**src/design/msmf_pkg.sv**
```systemverilog
// ----------------------------------------------------------------------------
// msmf_pkg
// Shared types and constants for the MIDI serial message framer.
// ----------------------------------------------------------------------------
package msmf_pkg;

	// framer phase, one-hot
	typedef enum logic [4:0] {
		PH_SYNC   = 5'b00001,
		PH_FIRST  = 5'b00010,
		PH_SECOND = 5'b00100,
		PH_LEN    = 5'b01000,
		PH_BODY   = 5'b10000
	} phase_t;

	// result kinds
	localparam logic KIND_MESSAGE = 1'b0;
	localparam logic KIND_COMMENT = 1'b1;

	// status high nibbles with a single data byte
	localparam logic [7:0] STATUS_HI_MASK    = 8'hF0;
	localparam logic [7:0] STATUS_PROG_CHG   = 8'hC0;
	localparam logic [7:0] STATUS_CHAN_PRESS = 8'hD0;

	// FF 00 00 opens a comment
	localparam logic [7:0] COMMENT_STATUS = 8'hFF;
	localparam logic [6:0] COMMENT_DATA   = 7'h00;

	// depth of the result queue in the top level
	localparam int unsigned RES_DEPTH = 3;
	localparam int unsigned RES_PTR_W = 2;

	typedef struct packed {
		logic       kind;
		logic [7:0] status_byte;
		logic [6:0] data_first;
		logic [6:0] data_second;
		logic [7:0] comment_byte;
		logic       comment_last;
	} result_t;

	function automatic logic single_data_status(input logic [7:0] s);
		logic [7:0] hi;
		hi = s & STATUS_HI_MASK;
		return (hi == STATUS_PROG_CHG) || (hi == STATUS_CHAN_PRESS);
	endfunction

endpackage

```
**src/design/msmf_framer.sv**
```systemverilog
// ----------------------------------------------------------------------------
// msmf_framer
// Framer state and per-byte next-state / result logic.
// ----------------------------------------------------------------------------
module msmf_framer (
	input  logic              clk,
	input  logic              arst_n,
	input  logic              byte_valid,
	input  logic [7:0]        byte_in,
	input  logic              quiet,
	output logic              res_valid,
	output msmf_pkg::result_t res
);

	msmf_pkg::phase_t phase_q, phase_d;
	logic [7:0] run_status_q, run_status_d;
	logic [6:0] first_q, first_d;
	logic [6:0] second_q, second_d;
	logic [7:0] remain_q, remain_d;
	logic [7:0] remain_dec;
	logic       is_status;
	logic       emit;
	logic       opens_comment;

	assign is_status  = byte_in[7];
	assign remain_dec = (remain_q != 8'd0) ? (remain_q - 8'd1) : 8'd0;

	always_comb begin
		phase_d      = phase_q;
		run_status_d = run_status_q;
		first_d      = first_q;
		second_d     = second_q;
		remain_d     = remain_q;
		emit         = 1'b0;
		res_valid    = 1'b0;
		res          = '0;
		case (phase_q)
			msmf_pkg::PH_SYNC: begin
				if (is_status) begin
					run_status_d = byte_in;
					phase_d      = msmf_pkg::PH_FIRST;
				end
			end
			msmf_pkg::PH_FIRST: begin
				if (is_status) begin
					run_status_d = byte_in;
				end else begin
					first_d = byte_in[6:0];
					if (msmf_pkg::single_data_status(run_status_q)) begin
						emit = 1'b1;
					end else begin
						phase_d = msmf_pkg::PH_SECOND;
					end
				end
			end
			msmf_pkg::PH_SECOND: begin
				if (is_status) begin
					run_status_d = byte_in;
					phase_d      = msmf_pkg::PH_FIRST;
				end else begin
					second_d = byte_in[6:0];
					emit     = 1'b1;
				end
			end
			msmf_pkg::PH_LEN: begin
				// length byte is raw and becomes the running status
				run_status_d = byte_in;
				remain_d     = byte_in;
				phase_d      = (byte_in == 8'd0) ? msmf_pkg::PH_FIRST : msmf_pkg::PH_BODY;
			end
			msmf_pkg::PH_BODY: begin
				remain_d = remain_dec;
				if (remain_dec == 8'd0) begin
					phase_d = msmf_pkg::PH_FIRST;
				end
				if (!quiet) begin
					res_valid          = 1'b1;
					res.kind           = msmf_pkg::KIND_COMMENT;
					res.comment_byte   = byte_in;
					res.comment_last   = (remain_dec == 8'd0);
				end
			end
			default: begin
				phase_d = msmf_pkg::PH_SYNC;
			end
		endcase
		// FF 00 00 with the values after this byte
		opens_comment = (run_status_q == msmf_pkg::COMMENT_STATUS) &&
			(first_d == msmf_pkg::COMMENT_DATA) && (second_d == msmf_pkg::COMMENT_DATA);
		if (emit) begin
			if (opens_comment) begin
				phase_d = msmf_pkg::PH_LEN;
			end else begin
				phase_d         = msmf_pkg::PH_FIRST;
				res_valid       = 1'b1;
				res.kind        = msmf_pkg::KIND_MESSAGE;
				res.status_byte = run_status_q;
				res.data_first  = first_d;
				res.data_second = second_d;
			end
		end
		if (!byte_valid) begin
			res_valid = 1'b0;
		end
	end

	always_ff @(posedge clk or negedge arst_n) begin
		if (!arst_n) begin
			phase_q      <= msmf_pkg::PH_SYNC;
			run_status_q <= 8'd0;
			first_q      <= 7'd0;
			second_q     <= 7'd0;
			remain_q     <= 8'd0;
		end else if (byte_valid) begin
			phase_q      <= phase_d;
			run_status_q <= run_status_d;
			first_q      <= first_d;
			second_q     <= second_d;
			remain_q     <= remain_d;
		end
	end

	// body bytes only come out of the body phase
	a_comment_from_body: assert property (@(posedge clk) disable iff (!arst_n)
		(res_valid && res.kind == msmf_pkg::KIND_COMMENT) |-> (phase_q == msmf_pkg::PH_BODY))
		else $error("comment byte outside comment body");

	// a comment never outlives its length
	a_body_has_count: assert property (@(posedge clk) disable iff (!arst_n)
		(phase_q == msmf_pkg::PH_BODY) |-> (remain_q != 8'd0))
		else $error("comment body phase with zero count");

	// exactly one phase at a time
	a_phase_onehot: assert property (@(posedge clk) disable iff (!arst_n)
		$onehot(phase_q))
		else $error("phase register not one-hot");

endmodule

```
**src/design/midi_serial_message_framer_top.sv**
```systemverilog
// ----------------------------------------------------------------------------
// midi_serial_message_framer_top
// Frames a received serial byte stream into MIDI messages and comment bytes.
// ----------------------------------------------------------------------------
// One byte is accepted per cycle while in_ready is high. An accepted byte is
// registered, the framer updates its state from it in the next cycle and any
// result is written at the end of that cycle into a three-entry result queue
// whose head drives the output ports, so a result is offered once it reaches
// the head. The queue lets the input keep taking bytes while the head result
// waits; in_ready only drops when the queue plus the byte in flight would
// leave no room. Data bytes are dropped until the first status byte; running
// status is kept; program change and channel pressure emit after one data
// byte with the stale second byte. FF 00 00 is not emitted but opens a
// comment: a length byte (which also becomes the running status) and that
// many raw body bytes, each emitted with kind 1 unless comment_quiet is set.
// Write comment_quiet only while the block is idle.
module midi_serial_message_framer_top (
	input  logic       clk,
	input  logic       arst_n,
	// configuration
	input  logic       cfg_wr_en,
	input  logic       cfg_wr_data,
	// byte input
	input  logic       in_valid,
	output logic       in_ready,
	input  logic [7:0] rx_byte,
	// result output
	output logic       out_valid,
	input  logic       out_ready,
	output logic       kind,
	output logic [7:0] status_byte,
	output logic [6:0] data_first,
	output logic [6:0] data_second,
	output logic [7:0] comment_byte,
	output logic       comment_last
);

	localparam logic [msmf_pkg::RES_PTR_W-1:0] PTR_LAST =
		msmf_pkg::RES_PTR_W'(msmf_pkg::RES_DEPTH - 1);
	localparam logic [msmf_pkg::RES_PTR_W:0] DEPTH_CNT =
		(msmf_pkg::RES_PTR_W + 1)'(msmf_pkg::RES_DEPTH);

	logic                               comment_quiet_q;
	logic                               valid_s1;
	logic [7:0]                         byte_s1;
	logic                               res_valid;
	msmf_pkg::result_t                  res;
	msmf_pkg::result_t                  queue_q [msmf_pkg::RES_DEPTH];
	logic [msmf_pkg::RES_PTR_W-1:0]     wr_ptr_q, rd_ptr_q;
	logic [msmf_pkg::RES_PTR_W-1:0]     count_q;
	logic                               in_take, push, pop;
	msmf_pkg::result_t                  head;

	// config register
	always_ff @(posedge clk or negedge arst_n) begin
		if (!arst_n) begin
			comment_quiet_q <= 1'b0;
		end else if (cfg_wr_en) begin
			comment_quiet_q <= cfg_wr_data;
		end
	end

	// room for the new byte, the one in flight and those queued
	assign in_ready = ({1'b0, count_q} + {{msmf_pkg::RES_PTR_W{1'b0}}, valid_s1}) < DEPTH_CNT;
	assign in_take  = in_valid && in_ready;

	// input register
	always_ff @(posedge clk or negedge arst_n) begin
		if (!arst_n) begin
			valid_s1 <= 1'b0;
		end else begin
			valid_s1 <= in_take;
		end
	end

	always_ff @(posedge clk) begin
		if (in_take) begin
			byte_s1 <= rx_byte;
		end
	end

	msmf_framer u_framer (
		.clk       (clk),
		.arst_n    (arst_n),
		.byte_valid(valid_s1),
		.byte_in   (byte_s1),
		.quiet     (comment_quiet_q),
		.res_valid (res_valid),
		.res       (res)
	);

	// result queue
	assign push = res_valid;
	assign pop  = out_valid && out_ready;

	always_ff @(posedge clk or negedge arst_n) begin
		if (!arst_n) begin
			wr_ptr_q <= '0;
			rd_ptr_q <= '0;
			count_q  <= '0;
		end else begin
			if (push) begin
				wr_ptr_q <= (wr_ptr_q == PTR_LAST) ? '0 : wr_ptr_q + 1'b1;
			end
			if (pop) begin
				rd_ptr_q <= (rd_ptr_q == PTR_LAST) ? '0 : rd_ptr_q + 1'b1;
			end
			if (push && !pop) begin
				count_q <= count_q + 1'b1;
			end else if (pop && !push) begin
				count_q <= count_q - 1'b1;
			end
		end
	end

	always_ff @(posedge clk) begin
		if (push) begin
			queue_q[wr_ptr_q] <= res;
		end
	end

	assign head         = queue_q[rd_ptr_q];
	assign out_valid    = (count_q != '0);
	assign kind         = head.kind;
	assign status_byte  = head.status_byte;
	assign data_first   = head.data_first;
	assign data_second  = head.data_second;
	assign comment_byte = head.comment_byte;
	assign comment_last = head.comment_last;

	// the queue never overflows
	a_no_overflow: assert property (@(posedge clk) disable iff (!arst_n)
		(push && !pop) |-> ({1'b0, count_q} < DEPTH_CNT))
		else $error("result queue overflow");

	// a byte in flight always has a free queue slot
	a_slot_for_flight: assert property (@(posedge clk) disable iff (!arst_n)
		valid_s1 |-> ({1'b0, count_q} < DEPTH_CNT))
		else $error("no queue slot for byte in flight");

	// a waiting result is neither lost nor changed
	a_head_held: assert property (@(posedge clk) disable iff (!arst_n)
		(out_valid && !out_ready) |=> (out_valid && $stable(head)))
		else $error("waiting result dropped or changed");

endmodule
```
**config.mk**
```make
export PLATFORM = sky130hd
export DESIGN_NAME = midi_serial_message_framer_top
export DESIGN_NICKNAME = d
export VERILOG_FILES = /design/src/design/msmf_pkg.sv /design/src/design/msmf_framer.sv /design/src/design/midi_serial_message_framer_top.sv
export SDC_FILE = /design/constraint.sdc
export NUM_CORES = 1
export LEC_CHECK = 0
export BUFFER_PORTS_ARGS = -buffer_cell sky130_fd_sc_hd__buf_2
export CAP_MARGIN = 20
export CORE_MARGIN = 2
export CORE_UTILIZATION = 60
export CTS_BUF_LIST = sky130_fd_sc_hd__clkbuf_2 sky130_fd_sc_hd__clkbuf_4 sky130_fd_sc_hd__clkbuf_8
export CTS_CLUSTER_DIAMETER = 30
export CTS_CLUSTER_SIZE = 28
export DETAILED_ROUTE_END_ITERATION = 6
export MAX_ROUTING_LAYER = met4
export PLACE_DENSITY = 0.87
export SLEW_MARGIN = 10
export SYNTH_ARGS = -nofsm -noshare
export SYNTH_HDL_FRONTEND = slang
export SYNTH_SLANG_ARGS = --single-unit
export TNS_END_PERCENT = 10
```
**constraint.sdc**
```tcl
create_clock -name clk -period 4.6 [get_ports clk]
set_input_delay 0.23 -clock clk [delete_from_list [all_inputs] [get_ports clk]]
set_output_delay 0.23 -clock clk [all_outputs]
set_load 0.02 [all_outputs]
```
# [Word level (Yosys, flattened, before mapping)]
# Memory sizes are Yosys's and may differ from the RTL's.
# Index checks and enable logic that the tools add are counted.
[op_classes] order_cmp=1 add_sub_neg=6 n_reduce_logical=23 eq_ne=15 muxes=35
[ops] op="2-to-1 mux 23 bit" n=2
[ops] op="case mux 8 bit (2 select lines)" n=2
[ops] op="2-to-1 mux 5 bit" n=6
[ops] op="2-to-1 mux 7 bit" n=4
[ops] op="case mux 5 bit (4 select lines)" n=1
[ops] op="2-to-1 mux 9 bit" n=2
[ops] op="zero test 8 bit" n=2
[ops] op="2-to-1 mux 8 bit" n=2
[ops] op="zero test 7 bit" n=2
[ops] op="2-to-1 mux 1 bit" n=10
[ops] op="equality test 4 bit (second input constant)" n=2
[ops] op="equality test 8 bit (second input constant)" n=1
[ops] op="2-to-1 mux 2 bit" n=4
[ops] op="nonzero test 2 bit" n=4
[ops] op="nonzero test 8 bit" n=1
[ops] op="subtractor 8 x 1 -> 8 bit (second input constant)" n=1
[ops] op="adder 2 x 1 -> 2 bit (second input constant)" n=3
[ops] op="logical AND 1 bit" n=6
[ops] op="inequality test 3 x 1 -> 1 bit (second input constant)" n=2
[ops] op="inequality test 3 x 2 -> 1 bit (second input constant)" n=2
[ops] op="equality test 5 x 1 -> 1 bit (second input constant)" n=1
[ops] op="equality test 5 x 2 -> 1 bit (second input constant)" n=1
[ops] op="equality test 5 x 3 -> 1 bit (second input constant)" n=1
[ops] op="equality test 5 x 4 -> 1 bit (second input constant)" n=1
[ops] op="other kinds (15)" n=17
[word_totals] mem_count=1 word_cells=92 ram_bits=96 in_bits=14 ff_bits=51
[mem_list] name="queue_q" words=3 width=32 read_ports=1 rd_ports_with_merged_regs=0 wr=1 line_no="midi_serial_message_framer_top.sv:48" text="msmf_pkg::result_t queue_q [msmf_pkg::RES_DEPTH];"

# [Depth between registers and ports, before layout]
[depth] ltp_word=12 ltp_mapped=11 mapped_depth_nobuf=9

# [Hierarchy]
# From an unflattened synthesis, not the netlist that was laid out.
[unflattened] hier_cells=477 hier_area_um2=6488.7
[modules_own_cells] module="midi_serial_message_framer_top" cells_per_inst=243 area_per_inst_um2=4200.3 seq_area_each_um2=3323.2 n_inst=1
[modules_own_cells] module="msmf_framer" cells_per_inst=234 area_per_inst_um2=2288.4 seq_area_each_um2=877.1 n_inst=1

# [Worst setup path after synthesis]
# Ideal clock, no wire load.
[synth_timing] path_type="flip-flop to flip-flop" startpoint="register u_framer.phase_q[0]" endpoint="memory queue_q[2][0] in the netlist's numbering, enable pin" arrival_ns=2.520 path_buffers=2 setup_slack_ns=1.688 path_stages_with_launch=8 setup_ns=0.392 period_less_slack_ns=2.912 t_required_ns=4.208 path_cell_list="dfstp_2 -> clkbuf_1 -> or4_1 -> clkbuf_1 -> nor2_4 -> inv_2 -> a21oi_4 -> and3b_1"
[synth_between] elab_chain_cells=10
[synth_lines] item="from (decl)" line_no="msmf_framer.sv:15" text="msmf_pkg::phase_t phase_q, phase_d;"
[synth_lines] item="from (signal assigned)" line_no="msmf_framer.sv:109" text="phase_q <= msmf_pkg::PH_SYNC;"
[synth_lines] item="from (signal assigned)" line_no="msmf_framer.sv:115" text="phase_q <= phase_d;"
[synth_lines] item="equality test 5 x 2 -> 1 bit" line_no="msmf_framer.sv:37" text="case (phase_q)"
[synth_lines] item="2-to-1 mux 7 bit" line_no="msmf_framer.sv:37"
[synth_lines] item="zero test 7 bit" line_no="msmf_framer.sv:89" text="(first_d == msmf_pkg::COMMENT_DATA) && (second_d == msmf_pkg::COMMENT_DATA);"
[synth_lines] item="logical AND 1 bit" line_no="msmf_framer.sv:88" text="opens_comment = (run_status_q == msmf_pkg::COMMENT_STATUS) &&"
[synth_lines] item="logical AND 1 bit" line_no="msmf_framer.sv:89"
[synth_lines] item="2-to-1 mux 1 bit" line_no="msmf_framer.sv:91" text="if (opens_comment) begin"
[synth_lines] item="2-to-1 mux 1 bit (*)" line_no="msmf_framer.sv:90" text="if (emit) begin"
[synth_lines] item="2-to-1 mux 1 bit (*)" line_no="msmf_framer.sv:102" text="if (!byte_valid) begin"
[synth_lines] item="net push" line_no="midi_serial_message_framer_top.sv:51" text="logic in_take, push, pop;"
[synth_lines] item="2-to-1 mux 1 bit (*)" line_no="midi_serial_message_framer_top.sv:117" text="if (push) begin"
[synth_lines] item="2-to-1 mux 1 bit (not written as such) (*)" line_no="midi_serial_message_framer_top.sv:118" text="queue_q[wr_ptr_q] <= res;"
[synth_lines] item="to (decl)" line_no="midi_serial_message_framer_top.sv:48"
# Mark *: on every way through the listed nets, which the timed path passes. The rest lies on a longest branch.

# [Worst setup path after layout]
[layout_timing] startpoint="register u_framer.phase_q[1]" endpoint="register count_q[1] in the netlist's numbering"
[layout_between] elab_chain_cells=11
[layout_lines] item="equality test 5 x 2 -> 1 bit" line_no="msmf_framer.sv:37"
[layout_lines] item="2-to-1 mux 7 bit" line_no="msmf_framer.sv:37"
[layout_lines] item="zero test 7 bit" line_no="msmf_framer.sv:89"
[layout_lines] item="logical AND 1 bit" line_no="msmf_framer.sv:88"
[layout_lines] item="logical AND 1 bit" line_no="msmf_framer.sv:89"
[layout_lines] item="2-to-1 mux 1 bit" line_no="msmf_framer.sv:91"
[layout_lines] item="2-to-1 mux 1 bit (*)" line_no="msmf_framer.sv:90"
[layout_lines] item="2-to-1 mux 1 bit (*)" line_no="msmf_framer.sv:102"
[layout_lines] item="net push" line_no="midi_serial_message_framer_top.sv:51"
[layout_lines] item="zero test 1 bit" line_no="midi_serial_message_framer_top.sv:110" text="end else if (pop && !push) begin"
[layout_lines] item="logical AND 1 bit" line_no="midi_serial_message_framer_top.sv:110"
[layout_lines] item="nonzero test 2 bit (no line)"
[layout_lines] item="to (signal assigned)" line_no="midi_serial_message_framer_top.sv:109" text="count_q <= count_q + 1'b1;"
[layout_lines] item="to (signal assigned)" line_no="midi_serial_message_framer_top.sv:111" text="count_q <= count_q - 1'b1;"
[layout_lines] item="to (decl)" line_no="midi_serial_message_framer_top.sv:50" text="logic [msmf_pkg::RES_PTR_W-1:0] count_q;"
# Marks and branches as above.
# A chain may end at the register's enable or synchronous reset.

==> impl_metrics.toml <==
[global_routing]
grt_pass1_vias = 4206
grt_pass1_wl_um = 21000
grt_usage_pct = 24.8
grt_start_max_net_pins = 56
grt_overflow = 0
antenna_found_initial = 0

[clocking]
clock-root-buffer = "clkbuf_8"
postCtsSetupRepairBufs = 0
clock_sinks = 147
cts_tree = "yes"
path_clk_slew_ns = 0.08
cts_buffer_depth = 2
numCtsBuffers = 17
cts-htree-levels = 4
clkLatencyLatePin_ns = 0.44

[critical_path]
r2r_start = "u_framer.phase_q[1]$_DFFE_PN0P_"
crit_fanout = 22
cp_data_arrival_time_ns = 3.80
r2r_setup_slack_ns = 1.16
reg2reg_depth = 9
slowest_delay_ns = 0.59
path_cells = "nor3_4 > nand3_1 > a2111o_1 > o21ai_4 > a21oi_4 > ha_1 > xor2_1 > nor2_1 > xor2_1"
crit_path_start_kind = "flop"
cp_slowest_cell = "a2111o_1"
critPathCaptureType = "flop"
cp_data_required_time_ns = 4.96
crit_type = "reg2reg"
crit_path_frequent_cell = "xor2_1"
r2r-end = "count_q[1]$_DFFE_PN0P_"
cp.depth = 9
path_delay_family = "compound AO/OA/AOI/OAI gates"
crit_buf_inv = 0

[routing]
viasPerCell = 5.85
vias = 4189
drt-total-wl_um = 13200
drtIter0Drc = 322
detail-route-antenna-nets = 0
firstDrtPassIters = 5
wl_per_cell_um = 18.4
drc_errors = 0

[layout]
antennaDiodeCount = 0
final_cell_mix = "edfxtp_1, nor2_1, nand2_1"
final_layout_size_suffix_gt1_share_pct = 21.9
finalNonFillerCells = 716
n_fill_cell = 746
final_common_cell = "edfxtp_1"
syn2layout_area_growth_pct = 12.9
nets = 581

[timing]
slew_headroom_pct = 31.5
worstMarginPinSlew_ns = 1.03
hold_violations = 0
tns_ns = 0
period_needed_ns = 3.44
finalCritPeriodShare_pct = 74.7
rsz0062_at_grt = "no"
setup_violations = 0
clock_skew_ns = 0.0135
fmax_mhz = 291
slew_violations = 0

[synthesis]
syn_avg_cell_area_um2 = 12.7
ys_types = 60
synth_top_family_by_area = "multiplexers"
synth_xor_area_share_pct = 0.669
synth_compound_area_share_pct = 8.22
synthArstFlopShare_pct = 29.3
synth-simple-area-share_pct = 11.5
synthAdderAreaFrac_pct = 0.765
synth_nets = 532
synth_ff_type = "edfxtp_1"
muxShareOfSynthArea_pct = 12.0
ys_ff_latch = 147
yosys_warnings = 0
synthesis.area_mm2 = 0.00655
syn_inst = 514
synth-edff-count = 104
synth-seq-area-share_pct = 64.2

[floorplan]
fp.dieH_um = 108
start_util_pct = 60.9
coreArea_mm2 = 0.0107
die-area_mm2 = 0.0118
pin_count = 48
rows = 38
fp.dieW_um = 108

[worst_hold_path]
hold_start = "cfg_wr_data"
hold_path_class = "in2reg"
holdPathEnd = "comment_quiet_q$_DFFE_PN0P_"
min_path_cells = 2

[placed_design]
place_congestion = 0.857
placed_cells = 675
hpwl_um = 8270
portBuffers = 47

[outcome]
outcome = "finished, final reports clean"

[power]
vdd_drop_max_v = 0.000314
cellLeakagePower_nw = 2.91
powerDensity_mw_per_mm2 = 573

[run]
drv_cap = 0
[power breakdown]
part	leakage, nW	internal [mW]	switching (mW)
sequential	1.48	1.61	0.306
combinational	1.22	0.524	0.709
clock	0.210	0.611	0.478
total	2.91	2.75	1.49
[routing by layer]
| layer | wire (um) | track usage (%) | share of wire, % | up-vias |
|---|---|---|---|---|
| met2 | 6660 | 42.0 | 51 | 155 |
| met5 | 0 | - | 0 | - |
| met3 | 722 | 5.36 | 5.5 | 37 |
| met4 | 396 | 11.7 | 3.0 | 0 |
| li1 | - | - | - | 1965 |
| met1 | 5400 | 28.2 | 41 | 2032 |
[Yosys cell counts (4+ instances only)]
| cell type | n | area (um2) |
|---|---|---|
| edfxtp_1 | 104 | 3120 |
| nor2_1 | 52 | 195 |
| nand2_1 | 49 | 184 |
| mux2i_1 | 46 | 460 |
| dfrtp_1 | 42 | 1050 |
| o21ai_0 | 41 | 205 |
| mux2_2 | 26 | 293 |
| clkbuf_1 | 24 | 90.1 |
| and2_1 | 12 | 75.1 |
| a21oi_1 | 11 | 55.1 |
| inv_1 | 11 | 41.3 |
| o21ai_1 | 9 | 45.0 |
| buf_2 | 5 | 25.0 |
| nor3_1 | 5 | 25.0 |
| nor4_1 | 5 | 31.3 |
| ha_1 | 4 | 50.1 |
| nand2b_1 | 4 | 25.0 |
| nand3_1 | 4 | 20.0 |
| xor2_1 | 4 | 35.0 |
[metrics by stage]
stage	power (mW)	hold WS, ns	worst slack (ns)	instance area [um2]	util (%)
floorplan	2.76	-0.0656	1.69	6550	-
global placement	3.11	0.410	1.38	6870	63.9
detailed placement	3.16	0.410	1.25	6870	63.9
CTS	4.25	0.0103	1.21	7390	68.8
global route	4.44	0.00725	0.984	7390	68.8
finish	4.24	0.0241	1.16	7390	68.8
[worst max-delay path by stage]
| stage | start | to | slack (ns) |
|---|---|---|---|
| global placement | byte_s1[7]$_DFFE_PP_ | queue_q[2][29]$_DFFE_PP_ | 1.38 |
| CTS | byte_s1[7]$_DFFE_PP_ | queue_q[2][17]$_DFFE_PP_ | 1.21 |
| finish | u_framer.phase_q[1]$_DFFE_PN0P_ | count_q[1]$_DFFE_PN0P_ | 1.16 |
| global route | u_framer.phase_q[1]$_DFFE_PN0P_ | count_q[1]$_DFFE_PN0P_ | 0.98 |
| floorplan | u_framer.phase_q[0]$_DFFE_PN1P_ | queue_q[2][0]$_DFFE_PP_ | 1.69 |
| detailed placement | u_framer.phase_q[3]$_DFFE_PN0P_ | queue_q[2][28]$_DFFE_PP_ | 1.25 |
[cell families (layout without fill, tap and decap cells)]
logic type / count (synthesis) / in the layout
AO/OA/AOI/OAI: 85 / 85
XOR/XNOR: 5 / 5
adder cells (fa/ha/maj): 4 / 4
buffers and inverters: 43 / 105
flip-flops: 147 / 147
multiplexers: 74 / 74
AND/OR/NAND/NOR: 156 / 156
[final cells by class]
type	count	area, um2	area share (%)
Clock inverter	12	181	2.45
Multi-Input combinational cell	324	2170	29.4
Clock buffer	20	256	3.47
Sequential cell	147	4200	56.8
Inverter	12	45.0	0.609
Timing Repair Buffer	61	363	4.91
Tap cell	140	175	2.37
[flip-flops by register name, summed over array words and instances (netlist names)]
name,flops
count_q,2
wr_ptr_q,2
u_framer.first_q,7
queue_q,96
comment_quiet_q,1
u_framer.second_q,7
u_framer.phase_q,5
rd_ptr_q,2
u_framer.run_status_q,8
u_framer.remain_q,8
byte_s1,8
valid_s1,1
[what timing repair did]
item,4_1_cts,5_1_grt
endpoints found under the setup margin,0,0
endpoints found under the hold margin,50,0
gates resized for setup,0,0
hold buffers,9,0
No activity file was read; power rests on OpenSTA's default activity.
